==> config.mk <==
export PLATFORM = sky130hd
export DESIGN_NAME = signed_decimal_add_sub
export DESIGN_NICKNAME = d
export VERILOG_FILES = /design/src/rtl/core/sdas_pkg.sv /design/src/rtl/core/signed_decimal_add_sub.sv
export SDC_FILE = /design/constraint.sdc
export NUM_CORES = 1
export LEC_CHECK = 0
export ABC_AREA = 1
export BUFFER_PORTS_ARGS = -buffer_cell sky130_fd_sc_hd__buf_4
export CAP_MARGIN = 0
export CELL_PAD_IN_SITES_DETAIL_PLACEMENT = 2
export CELL_PAD_IN_SITES_GLOBAL_PLACEMENT = 2
export CORE_MARGIN = 1
export CORE_UTILIZATION = 32
export CTS_CLUSTER_SIZE = 30
export DETAILED_ROUTE_END_ITERATION = 10
export MAX_ROUTING_LAYER = met4
export PLACE_DENSITY_LB_ADDON = 0.1
export SETUP_SLACK_MARGIN = 0.3
export SLEW_MARGIN = 20
export SYNTH_ARGS = -nofsm -noshare
export SYNTH_HDL_FRONTEND = slang
export SYNTH_SLANG_ARGS = --single-unit
==> constraint.sdc <==
create_clock -name clock -period 5.04 [get_ports clock]
set_clock_uncertainty 0.2 [all_clocks]
set_input_delay 1.008 -clock clock [delete_from_list [all_inputs] [get_ports clock]]
set_output_delay 1.008 -clock clock [all_outputs]
set_load 0.05 [all_outputs]
==> src/rtl/core/sdas_pkg.sv <==
// Shared widths and defaults for the signed decimal adder/subtractor.
`default_nettype none

package sdas_pkg;

   localparam int SDAS_DATA_W      = 64;
   localparam int SDAS_MAX_DIGITS  = SDAS_DATA_W / 4;
   localparam int SDAS_DIGITS_DEF  = 16;
   localparam logic [3:0] SDAS_DIGIT_MAX = 4'd9;

   typedef logic [SDAS_DATA_W-1:0] sdas_word_type;

endpackage : sdas_pkg

`default_nettype wire

==> src/rtl/core/signed_decimal_add_sub.sv <==
// Signed decimal adder/subtractor on sign-magnitude packed BCD operands.
//
//   channel | ports | direction | payload
//   --------+-------+-----------+-----------------------------------------------------
//   request | req_  | in        | cmd, a_negative, a_digits, b_negative, b_digits
//   result  | rsp_  | out       | result_negative, result_digits, carry_lost
//
// Each request is held first in the input register and then in the result register;
// rsp_valid rises when it enters the result register, and it leaves once rsp_ready is
// high. One request is accepted per cycle unless a stall holds the full input register;
// the three decimal adders work in parallel between the two registers. A stalled
// result holds the pipeline, and a new request is still taken while the input register
// is free.
// Reset is synchronous and clears only the valid flags.
`default_nettype none

module signed_decimal_add_sub #(
   parameter int DIGITS = sdas_pkg::SDAS_DIGITS_DEF
) (
   input  wire logic                  clock,
   input  wire logic                  reset,
   input  wire logic                  req_valid,
   output      logic                  req_ready,
   input  wire logic                  req_cmd,
   input  wire logic                  req_a_negative,
   input  wire sdas_pkg::sdas_word_type req_a_digits,
   input  wire logic                  req_b_negative,
   input  wire sdas_pkg::sdas_word_type req_b_digits,
   output      logic                  rsp_valid,
   input  wire logic                  rsp_ready,
   output      logic                  rsp_result_negative,
   output      sdas_pkg::sdas_word_type rsp_result_digits,
   output      logic                  rsp_carry_lost
);
   import sdas_pkg::*;

   localparam int W = 4 * DIGITS;
   localparam logic [W-1:0] SIXES = {DIGITS{4'h6}};
   localparam logic [W-1:0] NINES = {DIGITS{4'h9}};

   typedef struct packed {
      logic         sum_carry;
      logic [W-1:0] digits;
   } dec_sum_type;

   // Clamp each nibble above nine down to nine.
   function automatic logic [W-1:0] clamp_digits(input logic [W-1:0] v);
      logic [W-1:0] r;
      r = v;
      for (int i = 0; i < DIGITS; i++) begin
         if (v[4*i +: 4] > SDAS_DIGIT_MAX) begin
            r[4*i +: 4] = SDAS_DIGIT_MAX;
         end
      end
      return r;
   endfunction

   // Decimal add through one binary add with a bias of six in every digit.
   function automatic dec_sum_type dec_add(input logic [W-1:0] x, input logic [W-1:0] y,
                                           input logic cin);
      logic [W:0]   s;
      logic [W:0]   cv;
      dec_sum_type  r;
      s  = {1'b0, x} + {1'b0, y} + {1'b0, SIXES} + {{W{1'b0}}, cin};
      cv = s ^ {1'b0, x} ^ {1'b0, y} ^ {1'b0, SIXES};
      r.sum_carry = s[W];
      for (int i = 0; i < DIGITS; i++) begin
         if (cv[4*i+4]) begin
            r.digits[4*i +: 4] = s[4*i +: 4];
         end else begin
            r.digits[4*i +: 4] = s[4*i +: 4] - 4'h6;
         end
      end
      return r;
   endfunction

   logic         in_valid_ff;
   logic         cmd_ff;
   logic         a_neg_ff;
   logic [W-1:0] a_ff;
   logic         b_neg_ff;
   logic [W-1:0] b_ff;

   logic         out_valid_ff;
   logic         out_neg_ff;
   logic [W-1:0] out_digits_ff;
   logic         out_carry_ff;

   logic         advance;
   logic         out_neg_in;
   logic [W-1:0] out_digits_in;
   logic         out_carry_in;

   logic [W-1:0] a_mag;
   logic [W-1:0] b_mag;
   logic         eb_neg;
   dec_sum_type  sum_ab;
   dec_sum_type  diff_ab;
   dec_sum_type  diff_ba;

   assign advance   = !out_valid_ff || rsp_ready;
   assign req_ready = !in_valid_ff || advance;

   always_ff @(posedge clock) begin
      if (reset) begin
         in_valid_ff <= 1'b0;
      end else if (req_ready) begin
         in_valid_ff <= req_valid;
      end
   end

   always_ff @(posedge clock) begin
      if (req_valid && req_ready) begin
         cmd_ff   <= req_cmd;
         a_neg_ff <= req_a_negative;
         a_ff     <= req_a_digits[W-1:0];
         b_neg_ff <= req_b_negative;
         b_ff     <= req_b_digits[W-1:0];
      end
   end

   always_comb begin
      a_mag   = clamp_digits(a_ff);
      b_mag   = clamp_digits(b_ff);
      eb_neg  = b_neg_ff ^ cmd_ff;
      sum_ab  = dec_add(a_mag, b_mag, 1'b0);
      diff_ab = dec_add(a_mag, NINES - b_mag, 1'b1);
      diff_ba = dec_add(b_mag, NINES - a_mag, 1'b1);

      out_carry_in  = 1'b0;
      out_digits_in = sum_ab.digits;
      out_neg_in    = a_neg_ff;
      if (a_neg_ff == eb_neg) begin
         out_carry_in = sum_ab.sum_carry;
      end else if (!diff_ab.sum_carry) begin
         out_digits_in = diff_ba.digits;
         out_neg_in    = eb_neg;
      end else begin
         out_digits_in = diff_ab.digits;
         if (diff_ab.digits == '0) begin
            out_neg_in = cmd_ff & a_neg_ff;
         end
      end
   end

   always_ff @(posedge clock) begin
      if (reset) begin
         out_valid_ff <= 1'b0;
      end else if (advance) begin
         out_valid_ff <= in_valid_ff;
      end
   end

   always_ff @(posedge clock) begin
      if (advance && in_valid_ff) begin
         out_neg_ff    <= out_neg_in;
         out_digits_ff <= out_digits_in;
         out_carry_ff  <= out_carry_in;
      end
   end

   assign rsp_valid           = out_valid_ff;
   assign rsp_result_negative = out_neg_ff;
   assign rsp_result_digits   = SDAS_DATA_W'(out_digits_ff);
   assign rsp_carry_lost      = out_carry_ff;

endmodule : signed_decimal_add_sub

`default_nettype wire

==> metrics.md, run 1 <==
| Metric | Value |
|---|---|
| Cell row count | 112 |
| Synth top area cells | edfxtp_1, ha_1, nand2_1 |
| GP Congestion | 1.03 |
| Max H-tree Level | 4 |
| Synth area leader | edfxtp_1 |
| Last stage | clock tree synthesis (4_1_cts) |
| Starting density of the core | 0.325 |
| Synth top cells by count | nand2_1, inv_1, nor2_1 |
| Post-CTS sizing | 673 |
| Clock tree sinks | 199 |
| Die Width | 311 µm |
| Synth cell types | 70 |
| Synth async-reset ratio | 0 |
| Num ports | 203 |
| Top cell type's share of synthesized area | 0.194 |
| Most used DFF post-synth | edfxtp_1 |
| Placed cells | 7321 |
| Hold buffer count at cts | 0 |
| Number of synthesized flops with an enable pin | 197 |
| Post-CTS Setup Inserts | 82 |
| Netlist Area Pre-Place | 30500 µm² |
| Clock tree buffer depth | 2 |
| Status | stopped before the end |
| IO buf count | 202 |
| Avg Cell Area, Syn | 6.47 µm² |
| Mapped Nets | 5284 |
| Mapped Cells | 4717 |
| Synth Warn # | 0 |
| Most frequent cell after synthesis | nand2_1 |
| Height of the die | 311 µm |
| HPWL after DPL | 175000 µm |
| Sequential share of the synthesized area | 0.195 |
| Stop err | [ERROR DPL-0033] detailed placement checks failed during check placement. |
| Total CTS buffers | 17 |
| CTS Root Cell | clkbuf_16 |
| Flops & latches, synth | 199 |
-- logic make-up after synthesis --
logic type	count (synthesis)	share of synthesized area
AND/OR/NAND/NOR	2166	0.297
buffers and inverters	919	0.114
XOR/XNOR	258	0.0761
AO/OA/AOI/OAI	739	0.139
adder cells (fa/ha/maj)	432	0.178
flip-flops	199	0.195
multiplexers	4	0.00143
-- per-stage QoR --
| step | utilization | worst slack [ns] | cell area (µm²) |
|---|---|---|---|
| floorplan | - | 0.0373 | 30700 |
| global placement | 0.456 | -1.10 | 42800 |
| detailed placement | 0.456 | -1.48 | 42800 |
==> run 2, diff against run 1 <==
- CELL_PAD_IN_SITES_DETAIL_PLACEMENT: 2 -> not set
- CELL_PAD_IN_SITES_GLOBAL_PLACEMENT: 2 -> not set
- CORE_UTILIZATION: 32 -> 33
- CTS_CLUSTER_SIZE: 30 -> not set
- MAX_ROUTING_LAYER: met4 -> not set
- PLACE_DENSITY_LB_ADDON: 0.1 -> 0.15
- SETUP_SLACK_MARGIN: 0.3 -> not set
- clock period: 5.04 -> 6.6 ns (I/O delays scaled with it)
==> run 2 against run 1 <==
  * The run now ends clean
  * Synthesized cell count stayed put
  * Area after synthesis is the same
==> metrics.md, run 2 <==
| Metric | Value |
|---|---|
| Commonest cells after routing, fill and taps aside | nand2_1, inv_1, nor2_1 |
| Netlist Area Pre-Place | 30500 µm² |
| Final ANT Viol Nets | 0 |
| Synth top area cells | edfxtp_1, ha_1, nand2_1 |
| Total power draw | 0.0104 W |
| Slowest cell on crit path | edfxtp_1 |
| Cell row count | 111 |
| CTS Root Cell | clkbuf_16 |
| Hold Slack | 0.326 ns |
| Clock tree buffer depth | 2 |
| CTS clock-pin slew for the worst setup and hold paths | 0.10 ns |
| Synth top cells by count | nand2_1, inv_1, nor2_1 |
| Most used DFF post-synth | edfxtp_1 |
| CTS tree | done |
| Share of post-route cells with drive strength above 1 | 0.114 |
| Max-Cap Viols | 0 |
| Number of synthesized flops with an enable pin | 197 |
| Crit path launch type | flip-flop |
| Sequential share of the synthesized area | 0.195 |
| Tightest slew margin relative to the limit | 0.301 |
| IO buf count | 202 |
| Avg Cell Area, Syn | 6.47 µm² |
| Drt drc | 0 |
| Leakage | 18.0 nW |
| Crit path required time | 6.69 ns |
| Largest net degree at the start of global routing | 107 |
| Drt first pass iters | 6 |
| Synth cell types | 70 |
| Max H-tree Level | 4 |
| Final min period | 6.23 ns |
| Die ar. | 93700 µm² |
| Hold Vio Cnt, Final | 0 |
| Mapped Nets | 5284 |
| Via Count | 32015 |
| Total CTS buffers | 17 |
| Height of the die | 306 µm |
| Tightest Pin Transition | 1.04 ns |
| HPWL after DPL | 116000 µm |
| Clock tree sinks | 199 |
| Most frequent cell after synthesis | nand2_1 |
| Num ports | 203 |
| Mapped Cells | 4717 |
| Tot GR Track Use | 0.277 |
| Synth Warn # | 0 |
| Status | finished clean |
| Final wirelength | 131000 µm |
| Hold Crit Class | flip-flop to flip-flop |
| ANT cells | 0 |
| Clock latency on the worst-skew pair | 0.55 ns |
| CP Capture Type | flip-flop |
| Die Width | 306 µm |
| Initial antenna violation count | 0 |
| Starting density of the core | 0.333 |
| DR WL/cell | 21.1 µm |
| GP Congestion | 1.01 |
| Max-slew violations | 0 |
| Fmax achieved | 160 MHz |
| Pwr dens | 294 nW/µm² |
| Max FO, Critical Path | 5 |
| Post-layout nets | 5579 |
| Tcrit/Tclk final | 0.944 |
| Setup TNS | 0 ns |
| Slowest stage delay, CP | 0.41 ns |
| Synth area leader | edfxtp_1 |
| CP Class | flip-flop to flip-flop |
| Vias in the first global route | 29984 |
| Critical Path AT | 6.32 ns |
| Flops & latches, synth | 199 |
| Final setup fails | 0 |
| Syn-to-layout area delta | 15.5% |
| Core footprint | 91700 µm² |
| Worst VDD drop | 0.244 mV |
| Gr ovfl total | 0 |
| Most common cell after layout, fill and taps aside | nand2_1 |
| FILL cells | 10136 |
| CP dominant cell by count | nand2_1 |
| Via density | 5.15 |
| RSZ-0062 raised after global routing | yes |
| First-pass GRT wire length | 190000 µm |
| Initial DRC count | 2598 |
| Top cell type's share of synthesized area | 0.194 |
| Synth async-reset ratio | 0 |
run 2: layout make-up:
class                   instances  area, µm²  share of cell area
clock buffers                  18        429              0.0122
clock inverters                14        139             0.00394
inverters                     855       3210              0.0911
multi-input cells            3599      21500               0.608
flip-flops and latches        199       5960               0.169
well taps                    1186       1480              0.0421
repair buffers                340       2590              0.0734
run 2: path summary, 6_finish.rpt:
check             cells past startpoint                  end  slack (ns)        start
setup / recovery                     41  rsp_result_negative        0.37      b_ff[2]
hold / removal                        2            rsp_valid        0.33  in_valid_ff
setup reg to reg                     41  rsp_result_negative        0.37      b_ff[2]
hold reg to reg                       2            rsp_valid        0.33  in_valid_ff
run 2: timing repair:
action                                  in CTS  in global routing
gates resized for setup                     11                 78
pin swaps                                    0                 18
buffers inserted                             0                  8
endpoints found under the setup margin       2                 43
gates cloned                                 0                  0
hold buffers                                 0                  0
run 2: where the power goes:
part / switching, W / internal, W / total (W)
Clock: 0.000573 / 0.000527 / 0.00110
Combinational: 0.00511 / 0.00245 / 0.00756
Sequential: 0.0000791 / 0.00162 / 0.00170
run 2: critical path, delay by kind of cell, from the launching register on:
family / cells / cell delay [ns]
simple gates: 27 / 3.27
fa+ha+maj: 4 / 1.10
compound gates: 5 / 0.48
flops: 1 / 0.41
buf+inv: 4 / 0.33
xor+xnor: 1 / 0.17
run 2: logic make-up (layout without fill, tap and decap cells):
group                      after synthesis  in the layout  share of synthesized area
AOI/OAI and AO/OA                      739            739                      0.139
buffers and inverters                  919           1227                      0.114
and+or+nand+nor                       2166           2166                      0.297
DFF                                    199            199                      0.195
xor gates and xnor gates               258            258                     0.0761
adders and majority gates              432            432                      0.178
muxes                                    4              4                    0.00143
run 2: metal layers:
metal / global-route usage / up-vias / share of wire
met5: 0 / - / 0
met1: 0.427 / 14793 / 0.50
met3: 0.0386 / 126 / 0.076
met2: 0.397 / 1191 / 0.40
met4: 0.0693 / 0 / 0.024
li1: - / 15905 / -
run 2: stage by stage:
step,instances,utilization,area [µm²],setup WS (ns)
global route,6211,0.385,35300,-0.128
global placement,6171,0.374,34300,-0.313
CTS,6203,0.381,34900,0.0161
floorplan,4717,-,30500,1.32
detailed placement,6171,0.374,34300,-0.345
finish,6211,0.385,35300,0.367
Power figures use the tool's default switching activity.
==> run 3, diff against run 2 <==
==> constraint.sdc (replaced) <==
create_clock -name clock -period 6.6 [get_ports clock]
set_clock_uncertainty 0.2 [all_clocks]
set_input_delay 0.33 -clock clock [delete_from_list [all_inputs] [get_ports clock]]
set_output_delay 0.33 -clock clock [all_outputs]
set_load 0.05 [all_outputs]
==> run 3 against run 2 <==
  * Critical path depth shrank 2
  * Clock-buffer cell count is the same
  * Worst hold slack worse by 0.025 ns
  * Clock power up 9%
  * First-iteration DRC count grew 8.0%
  * Global-route usage rose by 0.32 points
  * Sequential share of layout area fell by 0.66 points
  * Fmax decreased by 1.6%
  * Non-clock buffer count grew 128
  * Sequential power hardly changed
  * Highest routed layer unchanged
==> metrics.md, run 3 (synthesis results as in run 2) <==
| Metric | Value |
|---|---|
| Status | finished clean |
| Hold Crit Class | primary input to flip-flop |
| Starting density of the core | 0.333 |
| Dpl ws | -0.173 ns |
| Core footprint | 91700 µm² |
| Fmax achieved | 158 MHz |
| Switch Pwr | 0.00587 W |
| Critical path's top delay family | simple AND/OR/NAND/NOR gates |
| Final instance area | 36700 µm² |
| Register Area | 5960 µm² |
| Clock power share | 0.114 |
| Clock latency on the worst-skew pair | 0.55 ns |
| Worst Slack Setup Final | 0.267 ns |
| Syn-to-layout area delta | 20.2% |
| Vias in the first global route | 30306 |
| GP Congestion | 0.965 |
| Worst VDD drop | 0.244 mV |
| Drt first pass iters | 6 |
| Tot GR Track Use | 0.280 |
| Footprint of the multi-input gates | 21500 µm² |
| Tightest slew margin relative to the limit | 0.446 |
| Slowest cell on crit path | edfxtp_1 |
| Crit path required time | 6.68 ns |
| Total power draw | 0.0106 W |
| Leakage | 18.6 nW |
| Crit path launch type | flip-flop |
| Cell row count | 111 |
| Share of post-route cells with drive strength above 1 | 0.114 |
| Post-DP Area | 34200 µm² |
| CTS clock-pin slew for the worst setup and hold paths | 0.10 ns |
| Via density | 5.11 |
| Height of the die | 306 µm |
| Commonest cells after routing, fill and taps aside | nand2_1, inv_1, nor2_1 |
| Clock tree sinks | 199 |
| Drt drc | 0 |
| CTS Root Cell | clkbuf_16 |
| Die Width | 306 µm |
| Num ports | 203 |
| Max FO, Critical Path | 6 |
| Clock tree buffer depth | 2 |
| Tightest Pin Transition | 0.823 ns |
| Initial DRC count | 2806 |
| First-pass GRT wire length | 192000 µm |
| Tcrit/Tclk final | 0.960 |
| Max H-tree Level | 4 |
| Comb power frac | 0.726 |
| Max-Cap Viols | 0 |
| Pint | 0.00468 W |
| Max-slew violations | 0 |
| Hold Slack | 0.301 ns |
| Total CTS buffers | 17 |
| Final min period | 6.33 ns |
| Pwr dens | 288 nW/µm² |
| CTS tree | done |
| Initial antenna violation count | 2 |
| HPWL after DPL | 117000 µm |
| Final setup fails | 0 |
| CP Class | flip-flop to flip-flop |
| Largest net degree at the start of global routing | 74 |
| CP dominant cell by count | nand2_1 |
| Post-layout nets | 5707 |
| Final wirelength | 133000 µm |
| Via Count | 32414 |
| Hold Vio Cnt, Final | 0 |
| Final ANT Viol Nets | 0 |
| IO buf count | 202 |
| DR WL/cell | 21.0 µm |
| Most common cell after layout, fill and taps aside | nand2_1 |
| Seq pwr share | 0.160 |
| Critical Path AT | 6.41 ns |
| CP Capture Type | flip-flop |
| Gr ovfl total | 0 |
| Switch share | 0.557 |
| Slowest stage delay, CP | 0.43 ns |
| FILL cells | 10008 |
| CP bufs+invs | 4 |
| Die ar. | 93700 µm² |
-- run 3: routing by layer --
layer / GRT usage / vias up / wire length, µm
met5: 0 / - / 0
met4: 0.0688 / 0 / 2840
met3: 0.0440 / 98 / 10100
met2: 0.407 / 1113 / 53900
met1: 0.425 / 15019 / 66600
li1: - / 16184 / -
-- run 3: cell type report --
class	instances	area share
Antenna cell	1	0.0000682
Multi-Input combinational cell	3599	0.587
Inverter	855	0.0876
Tap cell	1186	0.0404
Clock inverter	14	0.00539
Sequential cell	199	0.162
Clock buffer	18	0.0117
Timing Repair Buffer	468	0.106
-- run 3: path summary, 6_finish.rpt --
kind / slack [ns] / cells after the start / start / endpoint
setup / recovery: 0.27 / 39 / b_ff[1] / rsp_result_negative
hold reg to reg: 0.34 / 2 / in_valid_ff / rsp_valid
setup reg to reg: 0.27 / 39 / b_ff[1] / rsp_result_negative
hold / removal: 0.30 / 2 / req_b_digits[5] / b_ff[5]
-- run 3: power groups by stage --
stage	combinational (W)	clock, W	sequential, W
finish	0.00766	0.00120	0.00169
global route	0.00834	0.00128	0.00170
CTS	0.00740	0.00124	0.00169
detailed placement	0.00729	0	0.00172
global placement	0.00730	0	0.00172
floorplan	0.00448	0	0.00198
-- run 3: repair_timing --
action,in CTS,in global routing
setup buffers,0,9
endpoints found under the hold margin,133,0
hold buffers,134,0
endpoints found under the setup margin,1,62
pin swaps,0,23
gates resized for setup,2,111
-- run 3: per-stage QoR --
stage | utilization | cells | TNS (ns)
after floorplan | - | 4717 | 0
after global placement | 0.374 | 6164 | -0.219
after detailed placement | 0.374 | 6164 | -0.173
after CTS | 0.395 | 6330 | 0
after global routing | 0.400 | 6339 | -0.0488
final | 0.400 | 6340 | 0
